## config.mk

```make
export PLATFORM = sky130hd
export DESIGN_NAME = radial_rle_packet_decoder_core_flat
export DESIGN_NICKNAME = d
export VERILOG_FILES = /design/src/rtl/rrd_pkg.sv /design/src/rtl/rrd_if.sv /design/src/rtl/radial_rle_packet_decoder_core.sv /design/src/rtl/rrd_ctrl.sv /design/src/rtl/rrd_dp.sv /design/src/flat_wrapper.sv
export SDC_FILE = /design/constraint.sdc
export NUM_CORES = 1
export LEC_CHECK = 0
export BUFFER_PORTS_ARGS = -buffer_cell sky130_fd_sc_hd__buf_2
export CAP_MARGIN = 20
export CELL_PAD_IN_SITES_DETAIL_PLACEMENT = 1
export CELL_PAD_IN_SITES_GLOBAL_PLACEMENT = 1
export CORE_UTILIZATION = 41
export CTS_CLUSTER_SIZE = 28
export DETAILED_ROUTE_END_ITERATION = 16
export GPL_TIMING_DRIVEN = 0
export PLACE_DENSITY = 0.73
export SLEW_MARGIN = 15
export SYNTH_ARGS = -nofsm -noshare
export SYNTH_HDL_FRONTEND = slang
export SYNTH_HIERARCHICAL = 1
export SYNTH_SLANG_ARGS = --single-unit
```

## constraint.sdc

```tcl
create_clock -name clk -period 3.1 [get_ports clk]
set_clock_uncertainty 0.1 [all_clocks]
set_input_delay 0.465 -clock clk [delete_from_list [all_inputs] [get_ports clk]]
set_output_delay 0.465 -clock clk [all_outputs]
set_load 0.02 [all_outputs]
```

## src/rtl/rrd_pkg.sv

```systemverilog
// Shared constants and controller/datapath command and status types
// for the radial RLE packet decoder. No dependencies.
package rrd_pkg;

  localparam logic [7:0] CODE_HIGH = 8'd175;
  localparam logic [7:0] CODE_LOW  = 8'd31;
  localparam logic [3:0] HDR_LAST  = 4'd9;

  typedef struct packed {
    logic rst_all;
    logic out_err;
    logic out_bin;
    logic out_last;
    logic bin_src_em;
    logic hdr_clr;
    logic hdr_inc;
    logic hold_ld;
    logic radials_ld;
    logic run_ld;
    logic sa_ld;
    logic ad_ld;
    logic end_radial;
    logic run_dec;
    logic em_ld;
    logic em_dec;
  } rrd_cmd_t;

  typedef struct packed {
    logic       code_hi_ok;
    logic       code_lo_ok;
    logic       hw_pos;
    logic       hdr_done;
    logic       run_last;
    logic       run_zero;
    logic       rad_last;
    logic       out_free;
    logic       em_last;
    logic [3:0] run_len;
  } rrd_sts_t;

endpackage

```

## src/rtl/rrd_if.sv

```systemverilog
// Valid/ready channel interfaces for packet bytes and decoded results.
// No dependencies.
interface rrd_in_if;
  logic       valid;
  logic       ready;
  logic [7:0] data_byte;
  logic       start_of_packet;

  modport source (output valid, output data_byte, output start_of_packet, input ready);
  modport sink   (input valid, input data_byte, input start_of_packet, output ready);
endinterface

interface rrd_out_if;
  logic               valid;
  logic               ready;
  logic               kind;
  logic [3:0]         bin_value;
  logic [14:0]        radial_number;
  logic signed [15:0] az_start;
  logic signed [15:0] az_span;
  logic [15:0]        bin_position;
  logic               last_of_run;

  modport source (output valid, output kind, output bin_value, output radial_number,
                  output az_start, output az_span, output bin_position,
                  output last_of_run, input ready);
  modport sink   (input valid, input kind, input bin_value, input radial_number,
                  input az_start, input az_span, input bin_position,
                  input last_of_run, output ready);
endinterface

```

## src/rtl/radial_rle_packet_decoder_core.sv

```systemverilog
// Radial RLE packet decoder top level. A result appears in the cycle after
// the byte that causes it is accepted. Throughput: one byte per cycle unless
// the output stalls, except a run byte with run length L > 1 (up to 15), which
// holds the input while the single result register emits one bin per cycle unless stalled.
// Reset: synchronous active-low rst_n; decoder returns to waiting for start.
module radial_rle_packet_decoder_core (
  input  logic       clk,
  input  logic       rst_n,
  rrd_in_if.sink     in_ch,
  rrd_out_if.source  out_ch
);
  import rrd_pkg::*;

  rrd_cmd_t cmd;
  rrd_sts_t sts;
  logic     in_ready;

  rrd_ctrl u_ctrl (
    .clk      (clk),
    .rst_n    (rst_n),
    .in_valid (in_ch.valid),
    .in_start (in_ch.start_of_packet),
    .in_ready (in_ready),
    .sts      (sts),
    .cmd      (cmd)
  );

  rrd_dp u_dp (
    .clk               (clk),
    .rst_n             (rst_n),
    .in_byte           (in_ch.data_byte),
    .cmd               (cmd),
    .sts               (sts),
    .out_ready         (out_ch.ready),
    .out_valid         (out_ch.valid),
    .out_kind          (out_ch.kind),
    .out_bin_value     (out_ch.bin_value),
    .out_radial_number (out_ch.radial_number),
    .out_az_start      (out_ch.az_start),
    .out_az_span       (out_ch.az_span),
    .out_bin_position  (out_ch.bin_position),
    .out_last_of_run   (out_ch.last_of_run)
  );

  assign in_ch.ready = in_ready;

endmodule

```

## src/rtl/rrd_ctrl.sv

```systemverilog
// Packet parse controller: phase state machine and run expansion sequencing.
// Depends on rrd_pkg.
module rrd_ctrl (
  input  logic              clk,
  input  logic              rst_n,
  input  logic              in_valid,
  input  logic              in_start,
  output logic              in_ready,
  input  rrd_pkg::rrd_sts_t sts,
  output rrd_pkg::rrd_cmd_t cmd
);
  import rrd_pkg::*;

  localparam logic [3:0] ST_IDLE     = 4'd0;
  localparam logic [3:0] ST_CODE_LOW = 4'd1;
  localparam logic [3:0] ST_HEADER   = 4'd2;
  localparam logic [3:0] ST_COUNT_HI = 4'd3;
  localparam logic [3:0] ST_COUNT_LO = 4'd4;
  localparam logic [3:0] ST_RLE_HI   = 4'd5;
  localparam logic [3:0] ST_RLE_LO   = 4'd6;
  localparam logic [3:0] ST_SA_HI    = 4'd7;
  localparam logic [3:0] ST_SA_LO    = 4'd8;
  localparam logic [3:0] ST_AD_HI    = 4'd9;
  localparam logic [3:0] ST_AD_LO    = 4'd10;
  localparam logic [3:0] ST_RUN      = 4'd11;
  localparam logic [3:0] ST_EMIT     = 4'd12;

  logic [3:0] state_r;
  logic [3:0] state_nxt;
  logic       fin;

  always_comb begin
    cmd       = '0;
    state_nxt = state_r;
    fin       = 1'b0;
    in_ready  = (state_r != ST_EMIT) && sts.out_free;
    if (state_r == ST_EMIT) begin
      if (sts.out_free) begin
        cmd.out_bin    = 1'b1;
        cmd.bin_src_em = 1'b1;
        cmd.out_last   = sts.em_last;
        cmd.em_dec     = 1'b1;
        fin            = sts.em_last;
      end
    end else if (in_valid && in_ready) begin
      if (in_start) begin
        cmd.rst_all = 1'b1;
        if (sts.code_hi_ok) begin
          state_nxt = ST_CODE_LOW;
        end else begin
          cmd.out_err = 1'b1;
          state_nxt   = ST_IDLE;
        end
      end else begin
        case (state_r)
          ST_IDLE: begin
            state_nxt = ST_IDLE;
          end
          ST_CODE_LOW: begin
            if (sts.code_lo_ok) begin
              cmd.hdr_clr = 1'b1;
              state_nxt   = ST_HEADER;
            end else begin
              cmd.out_err = 1'b1;
              state_nxt   = ST_IDLE;
            end
          end
          ST_HEADER: begin
            if (sts.hdr_done) begin
              cmd.hdr_clr = 1'b1;
              state_nxt   = ST_COUNT_HI;
            end else begin
              cmd.hdr_inc = 1'b1;
            end
          end
          ST_COUNT_HI: begin
            cmd.hold_ld = 1'b1;
            state_nxt   = ST_COUNT_LO;
          end
          ST_COUNT_LO: begin
            if (sts.hw_pos) begin
              cmd.radials_ld = 1'b1;
              state_nxt      = ST_RLE_HI;
            end else begin
              state_nxt = ST_IDLE;
            end
          end
          ST_RLE_HI: begin
            cmd.hold_ld = 1'b1;
            state_nxt   = ST_RLE_LO;
          end
          ST_RLE_LO: begin
            cmd.run_ld = 1'b1;
            state_nxt  = ST_SA_HI;
          end
          ST_SA_HI: begin
            cmd.hold_ld = 1'b1;
            state_nxt   = ST_SA_LO;
          end
          ST_SA_LO: begin
            cmd.sa_ld = 1'b1;
            state_nxt = ST_AD_HI;
          end
          ST_AD_HI: begin
            cmd.hold_ld = 1'b1;
            state_nxt   = ST_AD_LO;
          end
          ST_AD_LO: begin
            cmd.ad_ld = 1'b1;
            if (sts.run_zero) begin
              cmd.end_radial = 1'b1;
              state_nxt      = sts.rad_last ? ST_IDLE : ST_RLE_HI;
            end else begin
              state_nxt = ST_RUN;
            end
          end
          ST_RUN: begin
            if (sts.run_len == 4'd0) begin
              fin = 1'b1;
            end else begin
              cmd.out_bin  = 1'b1;
              cmd.out_last = (sts.run_len == 4'd1);
              if (sts.run_len == 4'd1) begin
                fin = 1'b1;
              end else begin
                cmd.em_ld = 1'b1;
                state_nxt = ST_EMIT;
              end
            end
          end
          default: begin
            state_nxt = ST_IDLE;
          end
        endcase
      end
    end
    if (fin) begin
      cmd.run_dec = 1'b1;
      if (sts.run_last) begin
        cmd.end_radial = 1'b1;
        state_nxt      = sts.rad_last ? ST_IDLE : ST_RLE_HI;
      end else begin
        state_nxt = ST_RUN;
      end
    end
  end

  always_ff @(posedge clk) begin
    if (!rst_n) begin
      state_r <= ST_IDLE;
    end else begin
      state_r <= state_nxt;
    end
  end

endmodule

```

## src/rtl/rrd_dp.sv

```systemverilog
// Decoder datapath: header/count/angle registers, bin counter, run expansion
// registers and the result output register. Depends on rrd_pkg.
module rrd_dp (
  input  logic               clk,
  input  logic               rst_n,
  input  logic [7:0]         in_byte,
  input  rrd_pkg::rrd_cmd_t  cmd,
  output rrd_pkg::rrd_sts_t  sts,
  input  logic               out_ready,
  output logic               out_valid,
  output logic               out_kind,
  output logic [3:0]         out_bin_value,
  output logic [14:0]        out_radial_number,
  output logic signed [15:0] out_az_start,
  output logic signed [15:0] out_az_span,
  output logic [15:0]        out_bin_position,
  output logic               out_last_of_run
);
  import rrd_pkg::*;

  logic [3:0]  hdr_r, hdr_nxt;
  logic [7:0]  hold_r, hold_nxt;
  logic [15:0] radials_r, radials_nxt;
  logic [16:0] run_r, run_nxt;
  logic [14:0] rad_cnt_r, rad_cnt_nxt;
  logic [15:0] sa_r, sa_nxt;
  logic [15:0] ad_r, ad_nxt;
  logic [15:0] bin_r, bin_nxt;
  logic [3:0]  em_val_r, em_val_nxt;
  logic [3:0]  em_left_r, em_left_nxt;
  logic        ov_r, ov_nxt;
  logic        ok_r, ok_nxt;
  logic [3:0]  oval_r, oval_nxt;
  logic [14:0] orad_r, orad_nxt;
  logic [15:0] osa_r, osa_nxt;
  logic [15:0] oad_r, oad_nxt;
  logic [15:0] opos_r, opos_nxt;
  logic        olast_r, olast_nxt;
  logic [15:0] hw;
  logic        hw_pos;

  assign hw     = {hold_r, in_byte};
  assign hw_pos = (hw != 16'd0) && !hw[15];

  always_comb begin
    sts.code_hi_ok = (in_byte == CODE_HIGH);
    sts.code_lo_ok = (in_byte == CODE_LOW);
    sts.hw_pos     = hw_pos;
    sts.hdr_done   = (hdr_r == HDR_LAST);
    sts.run_last   = (run_r == 17'd1);
    sts.run_zero   = (run_r == 17'd0);
    sts.rad_last   = (radials_r == 16'd1);
    sts.out_free   = !ov_r || out_ready;
    sts.em_last    = (em_left_r == 4'd1);
    sts.run_len    = in_byte[7:4];
  end

  always_comb begin
    hdr_nxt     = hdr_r;
    hold_nxt    = hold_r;
    radials_nxt = radials_r;
    run_nxt     = run_r;
    rad_cnt_nxt = rad_cnt_r;
    sa_nxt      = sa_r;
    ad_nxt      = ad_r;
    bin_nxt     = bin_r;
    em_val_nxt  = em_val_r;
    em_left_nxt = em_left_r;
    ov_nxt      = ov_r;
    ok_nxt      = ok_r;
    oval_nxt    = oval_r;
    orad_nxt    = orad_r;
    osa_nxt     = osa_r;
    oad_nxt     = oad_r;
    opos_nxt    = opos_r;
    olast_nxt   = olast_r;

    if (cmd.hdr_clr) begin
      hdr_nxt = 4'd0;
    end else if (cmd.hdr_inc) begin
      hdr_nxt = hdr_r + 4'd1;
    end
    if (cmd.hold_ld) begin
      hold_nxt = in_byte;
    end
    if (cmd.radials_ld) begin
      radials_nxt = hw;
      rad_cnt_nxt = '0;
      bin_nxt     = '0;
    end
    if (cmd.run_ld) begin
      run_nxt = hw_pos ? {hw, 1'b0} : 17'd0;
    end
    if (cmd.sa_ld) begin
      sa_nxt = hw;
    end
    if (cmd.ad_ld) begin
      ad_nxt  = hw;
      bin_nxt = '0;
    end
    if (cmd.em_ld) begin
      em_val_nxt  = in_byte[3:0];
      em_left_nxt = in_byte[7:4] - 4'd1;
    end else if (cmd.em_dec) begin
      em_left_nxt = em_left_r - 4'd1;
    end

    if (cmd.out_err) begin
      ov_nxt    = 1'b1;
      ok_nxt    = 1'b1;
      oval_nxt  = '0;
      orad_nxt  = '0;
      osa_nxt   = '0;
      oad_nxt   = '0;
      opos_nxt  = '0;
      olast_nxt = 1'b1;
    end else if (cmd.out_bin) begin
      ov_nxt    = 1'b1;
      ok_nxt    = 1'b0;
      oval_nxt  = cmd.bin_src_em ? em_val_r : in_byte[3:0];
      orad_nxt  = rad_cnt_r;
      osa_nxt   = sa_r;
      oad_nxt   = ad_r;
      opos_nxt  = bin_r;
      olast_nxt = cmd.out_last;
      if (bin_r != 16'hFFFF) begin
        bin_nxt = bin_r + 16'd1;
      end
    end else if (out_ready) begin
      ov_nxt = 1'b0;
    end

    if (cmd.run_dec) begin
      run_nxt = run_r - 17'd1;
    end
    if (cmd.end_radial) begin
      rad_cnt_nxt = rad_cnt_r + 15'd1;
      radials_nxt = radials_r - 16'd1;
      bin_nxt     = '0;
      run_nxt     = '0;
    end
    if (cmd.rst_all) begin
      hdr_nxt     = '0;
      hold_nxt    = '0;
      radials_nxt = '0;
      run_nxt     = '0;
      rad_cnt_nxt = '0;
      sa_nxt      = '0;
      ad_nxt      = '0;
      bin_nxt     = '0;
    end
  end

  always_ff @(posedge clk) begin
    if (!rst_n) begin
      hdr_r     <= '0;
      hold_r    <= '0;
      radials_r <= '0;
      run_r     <= '0;
      rad_cnt_r <= '0;
      sa_r      <= '0;
      ad_r      <= '0;
      bin_r     <= '0;
      em_left_r <= '0;
      ov_r      <= 1'b0;
    end else begin
      hdr_r     <= hdr_nxt;
      hold_r    <= hold_nxt;
      radials_r <= radials_nxt;
      run_r     <= run_nxt;
      rad_cnt_r <= rad_cnt_nxt;
      sa_r      <= sa_nxt;
      ad_r      <= ad_nxt;
      bin_r     <= bin_nxt;
      em_left_r <= em_left_nxt;
      ov_r      <= ov_nxt;
    end
  end

  always_ff @(posedge clk) begin
    em_val_r <= em_val_nxt;
    ok_r     <= ok_nxt;
    oval_r   <= oval_nxt;
    orad_r   <= orad_nxt;
    osa_r    <= osa_nxt;
    oad_r    <= oad_nxt;
    opos_r   <= opos_nxt;
    olast_r  <= olast_nxt;
  end

  assign out_valid         = ov_r;
  assign out_kind          = ok_r;
  assign out_bin_value     = oval_r;
  assign out_radial_number = orad_r;
  assign out_az_start      = osa_r;
  assign out_az_span       = oad_r;
  assign out_bin_position  = opos_r;
  assign out_last_of_run   = olast_r;

endmodule

```

## src/flat_wrapper.sv

```systemverilog
// flat-port wrapper written by rule: the top's interface ports become plain ports
module radial_rle_packet_decoder_core_flat import rrd_pkg::*;
  (clk, rst_n, in_ch_valid, in_ch_data_byte, in_ch_start_of_packet, in_ch_ready, out_ch_valid, out_ch_kind, out_ch_bin_value, out_ch_radial_number, out_ch_az_start, out_ch_az_span, out_ch_bin_position, out_ch_last_of_run, out_ch_ready);
  rrd_in_if in_ch_i ();
  rrd_out_if out_ch_i ();
  input  logic clk;
  input  logic rst_n;
  input wire logic [$bits(in_ch_i.valid)-1:0] in_ch_valid;
  input wire logic [$bits(in_ch_i.data_byte)-1:0] in_ch_data_byte;
  input wire logic [$bits(in_ch_i.start_of_packet)-1:0] in_ch_start_of_packet;
  output wire logic [$bits(in_ch_i.ready)-1:0] in_ch_ready;
  output wire logic [$bits(out_ch_i.valid)-1:0] out_ch_valid;
  output wire logic [$bits(out_ch_i.kind)-1:0] out_ch_kind;
  output wire logic [$bits(out_ch_i.bin_value)-1:0] out_ch_bin_value;
  output wire logic [$bits(out_ch_i.radial_number)-1:0] out_ch_radial_number;
  output wire logic [$bits(out_ch_i.az_start)-1:0] out_ch_az_start;
  output wire logic [$bits(out_ch_i.az_span)-1:0] out_ch_az_span;
  output wire logic [$bits(out_ch_i.bin_position)-1:0] out_ch_bin_position;
  output wire logic [$bits(out_ch_i.last_of_run)-1:0] out_ch_last_of_run;
  input wire logic [$bits(out_ch_i.ready)-1:0] out_ch_ready;
  assign in_ch_i.valid = in_ch_valid;
  assign in_ch_i.data_byte = in_ch_data_byte;
  assign in_ch_i.start_of_packet = in_ch_start_of_packet;
  assign in_ch_ready = in_ch_i.ready;
  assign out_ch_valid = out_ch_i.valid;
  assign out_ch_kind = out_ch_i.kind;
  assign out_ch_bin_value = out_ch_i.bin_value;
  assign out_ch_radial_number = out_ch_i.radial_number;
  assign out_ch_az_start = out_ch_i.az_start;
  assign out_ch_az_span = out_ch_i.az_span;
  assign out_ch_bin_position = out_ch_i.bin_position;
  assign out_ch_last_of_run = out_ch_i.last_of_run;
  assign out_ch_i.ready = out_ch_ready;
  radial_rle_packet_decoder_core u_core (.clk(clk), .rst_n(rst_n), .in_ch(in_ch_i), .out_ch(out_ch_i));
endmodule
```

==> impl_metrics.toml, run 1 <==
[yosys]
synth_cells = 965
netlist_top_cells_count = "dfxtp_1, nor2_1, mux2i_1"
synth_top_area_share = 0.4241
seq_area_frac_synth = 0.4377
synth_area_um2 = 8781
syn_avg_cell_area_um2 = 9.099
ys_warn_count = 6
synth_cell_types = 80
synth_fp_nets = 996
yosysMostFrequentCell = "dfxtp_1"
synth_area_leaders = "dfxtp_1, mux2i_1, nor2_1"
synthFlopType = "dfxtp_1"
synth-edff-count = 4
async_flop_share = 0
synth_top_area_cell = "dfxtp_1"
ys_seq_elements = 190

[sta]
fmax_mhz = 327.6
final-max-slew-violation-count = 0
grt_setup_unrepaired = "yes"
worst_slew_pin_slew_ns = 0.8181
final_hold_viol_count = 0
period_share = 0.9847
timing.final.crit_period_ns = 3.052
setup-violations-final = 0
max_slew_margin = 0.4546

[min_path]
hold_class = "primary input to flop"
hold_depth = 2
hold_start = "rst_n"
hold_path_end = "u_core/u_dp/em_left_r[3]"

[setup_path]
reg2regPathDepth = 13
critPathMaxFanout = 7
worstSetupPathType = "flop to flop"
ff2ff_setup_slack_ns = 0.05
r2r-start = "u_core/u_ctrl/state_r[3]"
critPathRequiredTime_ns = 3.37
end_kind = "flop"
arrival_ns = 3.32
r2r-end = "u_core/u_dp/bin_r[6]"
startpoint_type = "flop"

[cts]
cts.path.max_buffers = 2
clock_insertion_delay_worst_skew_ns = 0.44
tritoncts = "yes"
cts.clk_slew.worst_paths_ns = 0.08
hold_buffers = 0
root_buffer = "clkbuf_16"
cts.sinks = 190
htreeDepth = 4
cts_buffers = 17

[floorplan]
die_h_um = 148.3
core_um2 = 21020
dieArea_um2 = 22010
initial_utilization = 0.4177
rows = 53
die_w_um = 148.3
io_pins = 84

[drt]
firstDrtPassIters = 5
via_per_inst = 5.483
wl_per_cell_um = 18.14
detail-route-antenna-nets = 0
drt_iter0_markers = 258
vias = 7429
route.detailed.drc = 0
wirelength_mm = 24.58

[power_and_ir_drop]
peakVddDrop_uv = 350.7
internal_power_mw = 3.747
p_seq_frac = 0.494
p_clk_frac = 0.439
sw_frac_of_total = 0.2523
p_per_area_nw_per_um2 = 485.0
p_switching_mw = 1.264
combPwrFrac = 0.067
p_leak_nw = 3.924
power_mw = 5.011

[placement]
hpwl_mm = 17.16
numPortBuffers = 81
place_congestion = 0.8933
placedCellCount = 1321

[layout]
fin_cells = 1355
multi_input_area_um2 = 4633
n_antenna_cell = 0
syn2layout_area_growth_pct = 17.67
post-route-util = 0.4915
register_area_um2 = 3850
nets = 1099
num-fill-cells = 2441
drive_above_1_share = 0.1963

[global_route]
grt_pass1_vias = 7395
grt_pass1_wl_mm = 39.62
grt_max_degree = 18
antenna_found_initial = 0
grt.overflow.total = 0
grt.total_usage = 0.2311

[run_status]
outcome = "complete, no violations"

[flow_run]
maxCapViolations = 0
[per-stage QoR]
step / setup TNS, ns / hold WS, ns / setup slack, ns / instance area [um^2]
after floorplan: 0 / 0.3401 / 0.1169 / 8781
after global placement: -88.33 / 0.3376 / -1.306 / 9530
after detailed placement: -93.06 / 0.3423 / -1.325 / 9530
after CTS: 0 / 0.2776 / 0.0004199 / 10250
after global routing: -0.3477 / 0.2909 / -0.05701 / 10330
final: 0 / 0.2862 / 0.04755 / 10330
[state kept, by name (all words and copies together), names as in the netlist]
signal,flops
u_core/u_dp/radials_r,16
u_core/u_dp/out_bin_position,16
u_core/u_ctrl/state_r,4
u_core/u_dp/sa_r,16
u_core/u_dp/em_left_r,4
u_core/u_dp/rad_cnt_r,15
u_core/u_dp/em_val_r,4
u_core/u_dp/out_az_span,16
u_core/u_dp/bin_r,16
u_core/u_dp/out_valid,1
u_core/u_dp/ad_r,16
u_core/u_dp/run_r,17
u_core/u_dp/out_kind,1
u_core/u_dp/hdr_r,4
u_core/u_dp/out_last_of_run,1
u_core/u_dp/out_az_start,16
u_core/u_dp/out_radial_number,15
u_core/u_dp/out_bin_value,4
u_core/u_dp/hold_r,8
[layout by cell type, fill, tap and decap left out, types with 5 or more instances in the layout]
master,instances
xor2_1,9
o211ai_1,8
ha_1,17
o311ai_0,5
xnor2_1,12
o21ai_0,18
nand3_1,34
or4_1,5
dfxtp_2,5
nor3_1,18
o21ai_1,6
nor2_1,149
buf_4,16
a211oi_1,12
clkbuf_2,8
clkbuf_1,25
o21a_1,8
nand2b_1,6
nand4_1,14
nand2_1,52
and3_1,7
nor4_1,5
buf_6,7
a31oi_1,11
nor2b_1,10
a21oi_1,49
and2_1,8
nor4b_1,5
mux2i_1,109
or2_2,5
or3_1,7
clkbuf_16,17
inv_1,24
buf_2,86
dfxtp_1,181
[worst max-delay path by stage]
stage	slack (ns)	to	from	cells after the start
after floorplan	0.12	u_core/u_dp/bin_r[8]	out_ch_ready	12
after global placement	-1.31	u_core/u_dp/bin_r[5]	in_ch_data_byte[1]	14
after detailed placement	-1.32	u_core/u_dp/bin_r[5]	in_ch_data_byte[1]	14
after CTS	0.0004	u_core/u_dp/bin_r[5]	u_core/u_ctrl/state_r[3]	13
after global routing	-0.06	u_core/u_dp/bin_r[13]	u_core/u_ctrl/state_r[3]	13
final	0.05	u_core/u_dp/bin_r[6]	u_core/u_ctrl/state_r[3]	13
[power groups by stage]
| stage | clock network [mW] | registers [mW] | logic (mW) |
|---|---|---|---|
| floorplan | 0 | 2.54 | 0.206 |
| global route | 2.35 | 2.48 | 0.366 |
| finish | 2.20 | 2.48 | 0.335 |
| CTS | 2.25 | 2.48 | 0.334 |
| global placement | 0 | 2.53 | 0.318 |
| detailed placement | 0 | 2.53 | 0.321 |
[cell type report]
| cell class | count | share of cell area |
|---|---|---|
| inverter | 27 | 0.01017 |
| clock inverter | 12 | 0.01271 |
| clock buffer | 19 | 0.04384 |
| tap | 275 | 0.03330 |
| sequential | 190 | 0.3726 |
| multi-input combinational | 682 | 0.4484 |
| timing repair buffer | 90 | 0.04650 |
| buffer | 60 | 0.03245 |
[kinds of logic after synthesis]
family	count (synthesis)	synth area share
xor+xnor	21	0.02095
fa+ha+maj	18	0.02565
mux	112	0.1281
flops	190	0.4377
buf+inv	93	0.04816
simple gates	369	0.2149
compound gates	162	0.1245
[timing repair]
| item | CTS | global route |
|---|---|---|
| setup buffers | 5 | 3 |
| cloned | 1 | 0 |
| pin swaps | 4 | 2 |
| gates resized for setup | 40 | 26 |
| setup endpoints to repair | 131 | 80 |
[worst max-delay path, cell delays in order, from the launching register on]
cell     delay (ns)
dfxtp_2        0.35
ha_2           0.18
nor3b_4        0.17
and3_4         0.20
nor2_4         0.11
inv_4          0.06
a22o_1         0.24
buf_6          0.13
or3b_4         0.41
or4_4          0.50
o21ai_4        0.20
buf_6          0.16
nand2_1        0.09
o21ai_2        0.09
[metal layers]
layer  GRT usage  vias up  share of wire
met5           0        -              0
met4     0.08866        0          0.028
met1      0.2899     3646           0.45
li1            -     3612              -
met3     0.04325       43          0.034
met2      0.3918      128           0.48
Power figures use the tool's default switching activity.
==> inputs of run 2 (changes only) <==
--- a/config.mk
+++ b/config.mk
@@ -9,13 +9,15 @@
 export CAP_MARGIN = 20
 export CELL_PAD_IN_SITES_DETAIL_PLACEMENT = 1
 export CELL_PAD_IN_SITES_GLOBAL_PLACEMENT = 1
-export CORE_UTILIZATION = 41
+export CORE_UTILIZATION = 28
+export CTS_BUF_LIST = sky130_fd_sc_hd__clkbuf_16
 export CTS_CLUSTER_SIZE = 28
 export DETAILED_ROUTE_END_ITERATION = 16
 export GPL_TIMING_DRIVEN = 0
-export PLACE_DENSITY = 0.73
+export PLACE_DENSITY = 0.52
 export SLEW_MARGIN = 15
 export SYNTH_ARGS = -nofsm -noshare
 export SYNTH_HDL_FRONTEND = slang
 export SYNTH_HIERARCHICAL = 1
 export SYNTH_SLANG_ARGS = --single-unit
+export TNS_END_PERCENT = 50
==> run 2 against run 1 <==
Effect of this change: the run now ends with DRC left; final cell count up 9.1%; routed wire length up 7.1%; sequential cell count unchanged; sequential share of layout area down 0.50 points; largest cell class unchanged; combinational power up 3%; via count down 2.0%; non-clock buffer count up 3; sequential power about the same.
==> impl_metrics.toml, run 2 (same netlist as run 1, synthesis figures left out) <==
[cts]
hold_buffers = 0
cts.path.max_buffers = 2
clock_insertion_delay_worst_skew_ns = 0.43
htreeDepth = 4
cts_buffers = 17
tritoncts = "yes"
cts.clk_slew.worst_paths_ns = 0.08
root_buffer = "clkbuf_16"
cts.sinks = 190

[setup_path]
crit_family = "simple AND/OR/NAND/NOR gates"
crit_cells = 12
cpMaxStageDelayCell = "or4_4"
startpoint_type = "flop"
r2r-start = "u_core/u_ctrl/state_r[2]"
end_kind = "flop"
worstSetupPathType = "flop to flop"
ff2ff_setup_slack_ns = 0.10
crit_buf_inv = 2
arrival_ns = 3.26
critPathMaxFanout = 6
crit_chain = "ha_1, nor3b_4, and3_4, nor2_4, inv_4, a22o_4, or3b_4, or4_4, o21ai_4, buf_6, a21oi_1, o21ai_0"
endpoint = "u_core/u_dp/bin_r[5]"
crit_start = "u_core/u_ctrl/state_r[2]"
reg2regPathDepth = 12
max_stage_delay_ns = 0.50
critPathRequiredTime_ns = 3.36
r2r-end = "u_core/u_dp/bin_r[5]"

[floorplan]
die_h_um = 179.1
core_um2 = 30750
rows = 64
io_pins = 84
die_w_um = 179.1
initial_utilization = 0.2856
dieArea_um2 = 32070

[power_and_ir_drop]
p_seq_frac = 0.510
p_per_area_nw_per_um2 = 464.0
p_clk_frac = 0.419
p_switching_mw = 1.253
sw_frac_of_total = 0.2580
power_mw = 4.856
p_leak_nw = 3.916
internal_power_mw = 3.604
combPwrFrac = 0.071
peakVddDrop_uv = 300.5

[global_route]
grt_pass1_wl_mm = 41.41
grt_max_degree = 17
grt.total_usage = 0.1689
grt_pass1_vias = 7240
grt.overflow.total = 0
antenna_found_initial = 0

[layout]
largest_reg_flops = 17
regMostFlops = "u_core/u_dp/run_r"
multi_input_area_um2 = 4656
nets = 1102
final_common_cell = "dfxtp_1"
n_antenna_cell = 0
final_cell_mix = "dfxtp_1, nor2_1, mux2i_1"
drive_above_1_share = 0.1922
register_area_um2 = 3847
num-fill-cells = 3644
syn2layout_area_growth_pct = 19.19

[sta]
final_hold_viol_count = 0
setup-violations-final = 0
max_slew_margin = 0.4623
timing.final.crit_period_ns = 3.000
worst_slew_pin_slew_ns = 0.8066
final-max-slew-violation-count = 0
worst_slack_ns = 0.1001
period_share = 0.9677
fmax_mhz = 333.3
grt_setup_unrepaired = "yes"

[drt]
firstDrtPassIters = 10
detail-route-antenna-nets = 0
via_per_inst = 4.924
route.detailed.drc = 12
wl_per_cell_um = 17.82
vias = 7277
drt_iter0_markers = 276
wirelength_mm = 26.33

[flow_run]
maxCapViolations = 0

[placement]
place_congestion = 0.7870
pre_cts_slack_ns = -1.392
numPortBuffers = 81
hpwl_mm = 18.77

[run_status]
violations = "DRC"
outcome = "finished with violations"

[min_path]
hold_class = "primary input to flop"
==> run 2: cell types whose count changed in the layout (fill, tap and decap cells not counted), sizes merged <==
cell           change
bufinv             -1
clkinv             +3
clkbuf             -3
buf                +3
clkinvlp           -1
clkdlybuf4s15      +1
==> run 2: routing by layer <==
| layer | part of all wire | vias to the layer above | global-route usage |
|---|---|---|---|
| met1 | 0.49 | 3534 | 0.2253 |
| met5 | 0 | - | 0 |
| met4 | 0.023 | 0 | 0.06162 |
| met3 | 0.026 | 28 | 0.02714 |
| met2 | 0.46 | 107 | 0.2728 |
| li1 | - | 3608 | - |
==> run 2: through the flow <==
step / instance area, um^2 / utilization / TNS (ns) / cells / hold slack [ns]
after floorplan: 8781 / - / 0 / 965 / 0.3401
after global placement: 9682 / 0.3149 / -101.92 / 1442 / 0.3657
after detailed placement: 9682 / 0.3149 / -105.22 / 1442 / 0.3789
after CTS: 10360 / 0.3371 / 0 / 1475 / 0.2876
after global routing: 10470 / 0.3404 / -0.7078 / 1478 / 0.2980
final: 10470 / 0.3404 / 0 / 1478 / 0.3131
==> run 2: how the worst min path moves through the flow <==
| stage | cells after the start | from | to | slack, ns |
|---|---|---|---|---|
| 5_1_grt | 1 | in_ch_data_byte[3] | u_core/u_dp/em_val_r[3] | 0.30 |
| 3_5_place_dp | 2 | u_core/u_dp/out_bin_value[1] | u_core/u_dp/out_bin_value[1] | 0.38 |
| 4_1_cts | 2 | rst_n | u_core/u_dp/em_left_r[2] | 0.29 |
| 3_3_place_gp | 1 | u_core/u_dp/rad_cnt_r[14] | u_core/u_dp/rad_cnt_r[14] | 0.37 |
| 2_1_floorplan | 1 | u_core/u_dp/rad_cnt_r[14] | u_core/u_dp/rad_cnt_r[14] | 0.34 |
| 6_report | 2 | rst_n | u_core/u_dp/em_left_r[2] | 0.31 |
==> run 2: cell type report <==
type	count	share of cell area
Buffer	59	0.03144
Clock buffer	17	0.04065
Clock inverter	13	0.008966
Inverter	27	0.01004
Multi-Input combinational cell	682	0.4448
Sequential cell	190	0.3676
Tap cell	396	0.04734
Timing Repair Buffer	94	0.04913
==> run 2: timing repair <==
item	4_1_cts	5_1_grt
resized for setup	39	28
endpoints found under the setup margin	134	81
buffers inserted	7	5
gates cloned	1	0
pin swaps	6	4
==> run 2: power groups by stage <==
stage	Combinational, mW	Sequential (mW)	Clock (mW)
floorplan	0.206	2.54	0
global placement	0.332	2.53	0
detailed placement	0.333	2.53	0
CTS	0.346	2.48	2.13
global route	0.378	2.48	2.22
finish	0.345	2.48	2.03
==> inputs of run 3 (changes only) <==
--- a/config.mk
+++ b/config.mk
@@ -14,10 +14,9 @@
 export CTS_CLUSTER_SIZE = 28
 export DETAILED_ROUTE_END_ITERATION = 16
 export GPL_TIMING_DRIVEN = 0
-export PLACE_DENSITY = 0.52
+export PLACE_DENSITY = 0.54
 export SLEW_MARGIN = 15
 export SYNTH_ARGS = -nofsm -noshare
 export SYNTH_HDL_FRONTEND = slang
-export SYNTH_HIERARCHICAL = 1
 export SYNTH_SLANG_ARGS = --single-unit
 export TNS_END_PERCENT = 50
==> run 3 against run 2 <==
Effect of this change: the run now ends clean; critical endpoint is now u_core.u_dp.out_az_start[7]; hold slack got worse by 0.062 ns; power is 7.7% higher; largest cell class unchanged; sequential power is essentially flat; clock power is 17% higher; routed wire length increased by 19%; critical path depth fell by 1; area after synthesis rose by 1.1%; non-clock buffer count decreased by 1.
==> impl_metrics.toml, run 3 <==
[placement]
placedCellCount = 1586
place_congestion = 0.8355
hpwl_mm = 22.83
numPortBuffers = 81

[drt]
drt_iter0_markers = 340
vias = 8500
route.detailed.drc = 0
wl_per_cell_um = 19.37
wirelength_mm = 31.28
firstDrtPassIters = 5
via_per_inst = 5.263
detail-route-antenna-nets = 0

[setup_path]
critPathRequiredTime_ns = 3.39
ff2ff_setup_slack_ns = 0.12
reg2regPathDepth = 10
startpoint_type = "primary input"
end_kind = "flop"
worstSetupPathType = "primary input to flop"
critPathMaxFanout = 10
arrival_ns = 3.28

[cts]
hold_buffers = 0
cts.clk_slew.worst_paths_ns = 0.08
tritoncts = "yes"
clock_insertion_delay_worst_skew_ns = 0.44
cts_buffers = 17
cts.sinks = 190
cts.path.max_buffers = 2
root_buffer = "clkbuf_16"
htreeDepth = 4

[yosys]
syn_avg_cell_area_um2 = 8.012
synth_cell_types = 73
synth_top_area_cell = "dfxtp_1"
synth_area_um2 = 8877
ys_seq_elements = 190
synth_top_area_share = 0.4195
synth-edff-count = 4
ys_warn_count = 0
seq_area_frac_synth = 0.4330
synth_area_leaders = "dfxtp_1, nand2_1, nand3_1"
synthFlopType = "dfxtp_1"
synth_cells = 1108
netlist_top_cells_count = "nand2_1, dfxtp_1, nand3_1"
synth_fp_nets = 1136
async_flop_share = 0
yosysMostFrequentCell = "nand2_1"

[power_and_ir_drop]
p_switching_mw = 1.358
peakVddDrop_uv = 376.8
p_per_area_nw_per_um2 = 500.1
p_seq_frac = 0.475
p_clk_frac = 0.453
combPwrFrac = 0.072
internal_power_mw = 3.872
sw_frac_of_total = 0.2596
p_leak_nw = 4.262

[global_route]
grt.total_usage = 0.1955
grtUsageMet2 = 0.3267
grt_max_degree = 18
grt_use_met3 = 0.02789
grt_pass1_vias = 8591
grt.overflow.total = 0
grt.busiest_layer = "met2"
grt_pass1_wl_mm = 49.69
antenna_found_initial = 1
grtUsageMet1 = 0.2595

[sta]
max_slew_margin = 0.4111
final_hold_viol_count = 0
grt_setup_unrepaired = "yes"
period_share = 0.9644
worst_slew_pin_slew_ns = 0.8817
setup-violations-final = 0
final-max-slew-violation-count = 0
timing.final.crit_period_ns = 2.990
fmax_mhz = 334.5

[floorplan]
io_pins = 84
dieArea_um2 = 32420
rows = 64
die_w_um = 180.1
initial_utilization = 0.2872
core_um2 = 30910
die_h_um = 180.1

[flow_run]
maxCapViolations = 0

[layout]
final_cell_mix = "nand2_1, dfxtp_1, nand3_1"
largest_reg_flops = 17
drive_above_1_share = 0.1452
final_common_cell = "nand2_1"
fin_cells = 1615
post-route-util = 0.3383
multi_input_area_um2 = 4676
register_area_um2 = 3844
syn2layout_area_growth_pct = 17.80
n_antenna_cell = 0
nets = 1234
num-fill-cells = 3796
regMostFlops = "u_core.u_dp.run_r"

[min_path]
hold_depth = 3
hold_class = "primary input to flop"

[run_status]
outcome = "complete, no violations"
## run 3: final cells by class
| cell class | instances | share of cell area |
|---|---|---|
| Buffer | 68 | 0.02979 |
| Sequential cell | 190 | 0.3676 |
| Tap cell | 396 | 0.04738 |
| Multi-Input combinational cell | 824 | 0.4471 |
| Inverter | 21 | 0.007538 |
| Clock inverter | 13 | 0.01448 |
| Clock buffer | 19 | 0.04547 |
| Timing Repair Buffer | 84 | 0.04068 |
## run 3: cells by family after synthesis
kind of cell / synth area share
adder cells (fa/ha/maj): 0.02114
AND/OR/NAND/NOR: 0.3150
multiplexers: 0.03608
flip-flops: 0.4330
AO/OA/AOI/OAI: 0.1417
XOR/XNOR: 0.008879
buffers and inverters: 0.04426
## run 3: power by group through the flow
| stage | clock [mW] | combinational [mW] | sequential, mW |
|---|---|---|---|
| 6_report | 2.37 | 0.377 | 2.48 |
| 3_3_place_gp | 0 | 0.377 | 2.54 |
| 2_1_floorplan | 0 | 0.223 | 2.55 |
| 4_1_cts | 2.43 | 0.380 | 2.48 |
| 5_1_grt | 2.53 | 0.414 | 2.49 |
| 3_5_place_dp | 0 | 0.378 | 2.54 |
## run 3: metrics by stage
step                      total power [mW]    TNS [ns]  setup WS, ns  hold slack (ns)  instance area (um^2)
final                                5.230           0        0.1104           0.2510                 10460
after global routing                 5.432    -0.02835      -0.02835           0.2543                 10460
after CTS                            5.297  -0.0007914    -0.0007914           0.2375                 10420
after detailed placement             2.919      -62.02       -0.8945           0.3375                  9789
after global placement               2.917      -60.73       -0.8811           0.3294                  9778
after floorplan                      2.769           0        0.5467           0.3153                  8877
## run 3: metal layers
| metal | vias to the layer above | part of all wire |
|---|---|---|
| li1 | 4126 | - |
| met1 | 4195 | 0.48 |
| met2 | 136 | 0.47 |
| met3 | 43 | 0.030 |
| met4 | 0 | 0.019 |
| met5 | - | 0 |
## run 3: worst paths after layout
path                    startpoint                           to
max             in_ch_data_byte[5]  u_core.u_dp.out_az_start[7]
min                          rst_n     u_core.u_ctrl.state_r[2]
max reg2reg  u_core.u_dp.out_valid    u_core.u_dp.radials_r[14]
min reg2reg   u_core.u_dp.out_kind         u_core.u_dp.out_kind
## run 3: what timing repair did
item | in CTS | in global routing
setup buffers | 0 | 2
endpoints found under the setup margin | 84 | 112
gates resized for setup | 7 | 17
pin swaps | 0 | 1
## run 3: worst max-delay path, stage by stage
cell and delay [ns]:
buf_2 0.19, inv_1 0.21, ha_1 0.26, or4b_1 0.54, a31oi_1 0.19, or3_1 0.14, clkbuf_1 0.25, buf_2 0.37
buf_1 0.43, nand3_1 0.14, nand2_1 0.09
